==> src/rtl/sit_pkg.sv <==
// ---------------------------------------------------------------------------
// sit_pkg: shared types and constants of the string intern table
// Sizes, widths, status codes and the item type carried between front
// and back end.
// ---------------------------------------------------------------------------
package sit_pkg;

    localparam int ENTRIES        = 256;
    localparam int STORE_BYTES    = 4096;
    localparam int MAX_NAME_BYTES = 64;
    localparam int QUEUE_DEPTH    = 4;

    localparam int ENT_AW  = $clog2(ENTRIES);
    localparam int ID_W    = $clog2(ENTRIES + 1);
    localparam int ST_AW   = $clog2(STORE_BYTES);
    localparam int USED_W  = $clog2(STORE_BYTES + 1);
    localparam int PN_AW   = (MAX_NAME_BYTES > 1) ? $clog2(MAX_NAME_BYTES) : 1;
    localparam int PLEN_W  = $clog2(MAX_NAME_BYTES + 1);
    localparam int QA_W    = $clog2(QUEUE_DEPTH);

    localparam logic [1:0] CMD_NAME  = 2'd0;
    localparam logic [1:0] CMD_QUERY = 2'd1;
    localparam logic [1:0] CMD_READ  = 2'd2;

    typedef logic [2:0] status_t;
    localparam status_t ST_FOUND   = 3'd0;
    localparam status_t ST_ADDED   = 3'd1;
    localparam status_t ST_FULL    = 3'd2;
    localparam status_t ST_NOSPACE = 3'd3;
    localparam status_t ST_TOOLONG = 3'd4;
    localparam status_t ST_INVALID = 3'd5;

    typedef enum logic [1:0] {
        OP_NAME  = 2'd0,
        OP_QUERY = 2'd1,
        OP_READ  = 2'd2
    } op_t;

    typedef struct packed {
        op_t              op;
        logic [7:0]       data_byte;
        logic             has_byte;
        logic             is_last;
        logic [8:0]       query_id;
        logic [11:0]      address;
    } item_t;

    typedef struct packed {
        status_t     status;
        logic [8:0]  result_id;
        logic [11:0] entry_start;
        logic [6:0]  entry_size;
        logic [7:0]  read_data;
    } res_t;

endpackage

==> src/rtl/sit_queue.sv <==
// ---------------------------------------------------------------------------
// sit_queue: item queue between front and back end
// A small register FIFO that lets the input side run ahead of lookups.
// ---------------------------------------------------------------------------
module sit_queue (
    input  logic           clk,
    input  logic           rst_n,
    input  logic           wr_en,
    input  sit_pkg::item_t wr_item,
    input  logic           rd_en,
    output sit_pkg::item_t rd_item,
    output logic           q_full,
    output logic           q_empty
);
    import sit_pkg::*;

    item_t            mem [QUEUE_DEPTH];
    logic [QA_W-1:0]  wptr_reg, wptr_next;
    logic [QA_W-1:0]  rptr_reg, rptr_next;
    logic [QA_W:0]    cnt_reg, cnt_next;

    assign q_full  = (cnt_reg == (QA_W+1)'(QUEUE_DEPTH));
    assign q_empty = (cnt_reg == '0);
    assign rd_item = mem[rptr_reg];

    always_comb
    begin
        wptr_next = wptr_reg;
        rptr_next = rptr_reg;
        cnt_next  = cnt_reg;
        if (wr_en)
        begin
            wptr_next = wptr_reg + 1'b1;
        end
        if (rd_en)
        begin
            rptr_next = rptr_reg + 1'b1;
        end
        if (wr_en && !rd_en)
        begin
            cnt_next = cnt_reg + 1'b1;
        end
        else if (rd_en && !wr_en)
        begin
            cnt_next = cnt_reg - 1'b1;
        end
    end

    always_ff @(posedge clk)
    begin
        if (wr_en)
        begin
            mem[wptr_reg] <= wr_item;
        end
    end

    always_ff @(posedge clk or negedge rst_n)
    begin
        if (!rst_n)
        begin
            wptr_reg <= '0;
            rptr_reg <= '0;
            cnt_reg  <= '0;
        end
        else
        begin
            wptr_reg <= wptr_next;
            rptr_reg <= rptr_next;
            cnt_reg  <= cnt_next;
        end
    end

endmodule

==> config.mk <==
export PLATFORM = sky130hd
export DESIGN_NAME = sit_queue
export DESIGN_NICKNAME = d
export VERILOG_FILES = /design/src/rtl/sit_pkg.sv /design/src/rtl/sit_queue.sv
export SDC_FILE = /design/constraint.sdc
export NUM_CORES = 1
export LEC_CHECK = 0
export ABC_CLOCK_PERIOD_IN_PS = 2700
export BUFFER_PORTS_ARGS = -buffer_cell sky130_fd_sc_hd__buf_2
export CAP_MARGIN = 20
export CORE_ASPECT_RATIO = 1.5
export CORE_UTILIZATION = 35
export DETAILED_ROUTE_END_ITERATION = 8
export SLEW_MARGIN = 20
export SYNTH_ARGS = -nofsm -noshare
export SYNTH_HDL_FRONTEND = slang
export SYNTH_SLANG_ARGS = --single-unit
export TNS_END_PERCENT = 1
==> constraint.sdc <==
create_clock -name clk -period 2.7 [get_ports clk]
set_input_delay 0.54 -clock clk [delete_from_list [all_inputs] [get_ports clk]]
set_output_delay 0.54 -clock clk [all_outputs]
set_load 0.005 [all_outputs]
After elaboration in Yosys (flattened, before gate mapping)
Memory sizes are Yosys's and may differ from the RTL's.
Cells that the tools add are included.
- bits in registers: 7
- bits in writable memories: 132
- memories: 1
- memories (name ; depth ; width ; read ports ; clocked after memory_dff ; wr ports ; line ; text):
    mem ; 4 ; 33 ; 1 ; 0 ; 1 ; sit_queue.sv:17 ; item_t mem [QUEUE_DEPTH];
- $add $sub $neg: 4
- eq/ne operators: 1
- muxes and demuxes: 4
- reduce and logical (&&, ||, !) cells: 6
- operators by type and width (operator ; count):
    $mux W3 ; 2
    $add A2 B1 Y2 const B ; 2
    $add A3 B1 Y3 const B ; 1
    $eq A3 B3 Y1 const B ; 1
    $logic_not A3 Y1 ; 1
    $sub A3 B1 Y3 const B ; 1
    $logic_and A1 B1 Y1 ; 2
    $logic_not A1 Y1 ; 2
    $mux W1 ; 2
    $reduce_bool A2 Y1 ; 1

Logic depth before layout (Yosys ltp)
- depth after elaboration: 4
- depth in mapped cells: 7

Worst setup path after synthesis
OpenSTA, ideal clock, no wires.
- path kind: register -> register
- start: register wptr_reg[0]
- end: memory mem[2][0] (netlist name) (enable)
- library setup time: 0.393 ns
- data arrival time: 1.432 ns
- data required time: 2.307 ns
- slack: 0.874 ns
- stages on the path, launching flop included: 4
- buffers on the path: 0
- period minus slack after synthesis: 1.826 ns
- path through: dfrtp_1 inv_1 ha_1 and2_1
- RTL lines (item ; line ; text):
    start, declared ; sit_queue.sv:18 ; logic [QA_W-1:0] wptr_reg, wptr_next;
    start signal, assigned ; sit_queue.sv:67 ; wptr_reg <= wptr_next;
    end, declared ; sit_queue.sv:17 ;
No word-level cell before the write port.

==> qor.txt <==
clock-pin slew on the worst setup and hold paths: 50 ps
I/O pins: 72
clock buffer depth: 2
GRT Residual Overflow: 0
commonest non-fill, non-tap cell in the layout: edfxtp_1
Detail Placement HPWL: 5970 um
Core Area: 0.0145 mm2
Starting DRT DRC Count: 98
All-Layer GR Usage: 0.133
port bufs: 71
multiplexer share of the synthesized area: 0.148
end point of the critical path: rd_item[30]
Worst-Skew Late Latency: 400 ps
syn avg cell area: 25.2 um2
r2r endpoint: mem[0][23]
simple-gate share of the synthesized area: 0.00937
minimum clock period: 2440 ps
antenna violations before repair: 0
largest net degree at the start of global routing: 22
die area: 0.0154 mm2
status: completed
DRC violations left: 0
Worst R2R Setup Slack: 1030 ps
Leakage Power: 2.25 nW
synthesized area: 0.00521 mm2
clock tree sinks: 139
htree depth: 4
Tcrit/Tclk final: 0.904
Routed wire per std cell: 18.1 um
register area share after synthesis: 0.795
async set-reset flop share out of synthesis: 0.0504
CTS root buffer: clkbuf_16
CP Class: reg2out
number of synthesized register bits: 139
max reg flops: 132
endpoints failing setup: 0
Max Clock Freq: 410 MHz
beginning of the worst register-to-register path: wptr_reg[0]
Syn Nets: 250
initial core utilization: 0.358
vias per cell: 4.60
count of cell types in the netlist: 19
Rel. slew slack: 0.644
row count: 54
Ys Warns: 0
Total Wirelength: 9170 um
Hold Slack: 353 ps
vias in the first global route: 2575
Main synth FF type: edfxtp_1
Setup crit end kind: output pin
Critical Path Fanout Max: 14
commonest non-fill, non-tap cells in the layout: 132 x edfxtp_1, 71 x buf_2, 28 x mux4_2
post-CTS setup buffers: 0
worst clock skew: 6.90 ps
Syn Inst Count: 207
worst setup path start: rptr_reg[0]
Antenna Nets Post-Route: 0
first drt pass iteration count: 4
RePlAce Congestion: 0.703
placed instance count: 474
layout cells sized above 1: 0.453
Arr. time, crit path: 1900 ps
Post-Synth XOR/XNOR Area: 0.0101
Final Hold Vio Count: 0
worst-case vdd ir drop: 0.482 mV
hold path depth: 1
RSZ-0062 raised after global routing: false
reg2reg path depth: 4
Startpoint Class: flip-flop
maxcap violations: 0
n_diodes: 0
Pwr Total: 6.91 mW
Hold Buf Count CTS: 1
CTS tree: done
Critical Path RT: 2160 ps
largest family of logic cells by synthesized area: multiplexers
Post-CTS Resized: 0
non-filler cells, final: 507
Synth Area in Adders: 0.0159
Min-Delay Path Class: in2reg
nets: 341
final slew viol count: 0
vias after detailed routing: 2330
Setup TNS: 0 ps
Synth Area in Compound Gates: 0.000961
Area Growth Syn to Fin: 23.3%
DIE HEIGHT: 151 um
total CTS buffers: 17
Worst Max-Slew Pin Slew: 534 ps
count of flip-flops with a built-in enable after synthesis: 132
first-pass GRT wire length: 14300 um
Die Width: 102 um
Pwr per Cell Area: 1080 mW/mm2
-- routing by layer --
metal,up-vias,routed length (um),global-route usage
met2,50,5010,0.222
met5,-,0,0
met4,0,167,0.0609
met1,1213,3660,0.154
met3,12,325,0.0425
li1,1055,-,-
-- critical path: stages, from the launching register on --
cell and delay, ps:
dfrtp_2 580, buf_12 230, mux4_1 550, buf_2 140
-- report_power, final --
part	total, mW	leakage [nW]	internal (mW)	switching, mW
combinational	1.74	0.693	0.947	0.788
sequential	3.06	1.29	2.83	0.224
clock	2.12	0.263	1.33	0.784
total	6.91	2.25	5.11	1.80
-- cells in the mapped netlist, types with 2 or more instances --
| master | n | area [um2] |
|---|---|---|
| edfxtp_1 | 132 | 3960 |
| xnor2_1 | 2 | 17.5 |
| nand2_1 | 2 | 7.51 |
| inv_1 | 4 | 15.0 |
| mux4_2 | 28 | 631 |
| mux4_1 | 5 | 131 |
| ha_1 | 5 | 62.6 |
| xor2_1 | 4 | 35.0 |
| and2_1 | 4 | 25.0 |
| buf_12 | 3 | 60.1 |
| dfrtp_1 | 7 | 175 |
| buf_2 | 4 | 20.0 |
-- how the worst min path moves through the flow --
| stage | slack, ps | start | end |
|---|---|---|---|
| after floorplan | 240 | rst_n | cnt_reg[0] |
| after global placement | 390 | rst_n | wptr_reg[1] |
| after detailed placement | 390 | rst_n | wptr_reg[1] |
| after CTS | 340 | wr_item[27] | mem[1][27] |
| after global routing | 340 | wr_item[21] | mem[3][21] |
| final | 350 | wr_item[16] | mem[1][16] |
-- cell type report --
| class | count | area, um2 |
|---|---|---|
| clock buffer | 25 | 485 |
| clock inverter | 7 | 67.6 |
| fill | 1247 | 8100 |
| inverter | 4 | 15.0 |
| multi-input combinational | 56 | 967 |
| sequential | 139 | 4140 |
| tap | 196 | 245 |
| timing repair buffer | 80 | 500 |
-- logic make-up after synthesis --
kind of cell    after synthesis
flops                       139
mux                          34
buf+inv                      12
simple gates                  9
xor+xnor                      6
fa+ha+maj                     6
compound gates                1
-- through the flow --
step	utilization	setup WS (ps)	instance area, um2
2_1_floorplan	-	874	5210
3_3_place_gp	0.403	625	5860
3_5_place_dp	0.403	640	5860
4_1_cts	0.442	205	6420
5_1_grt	0.442	122	6420
6_report	0.442	260	6420
No activity file was read; power rests on OpenSTA's default activity.
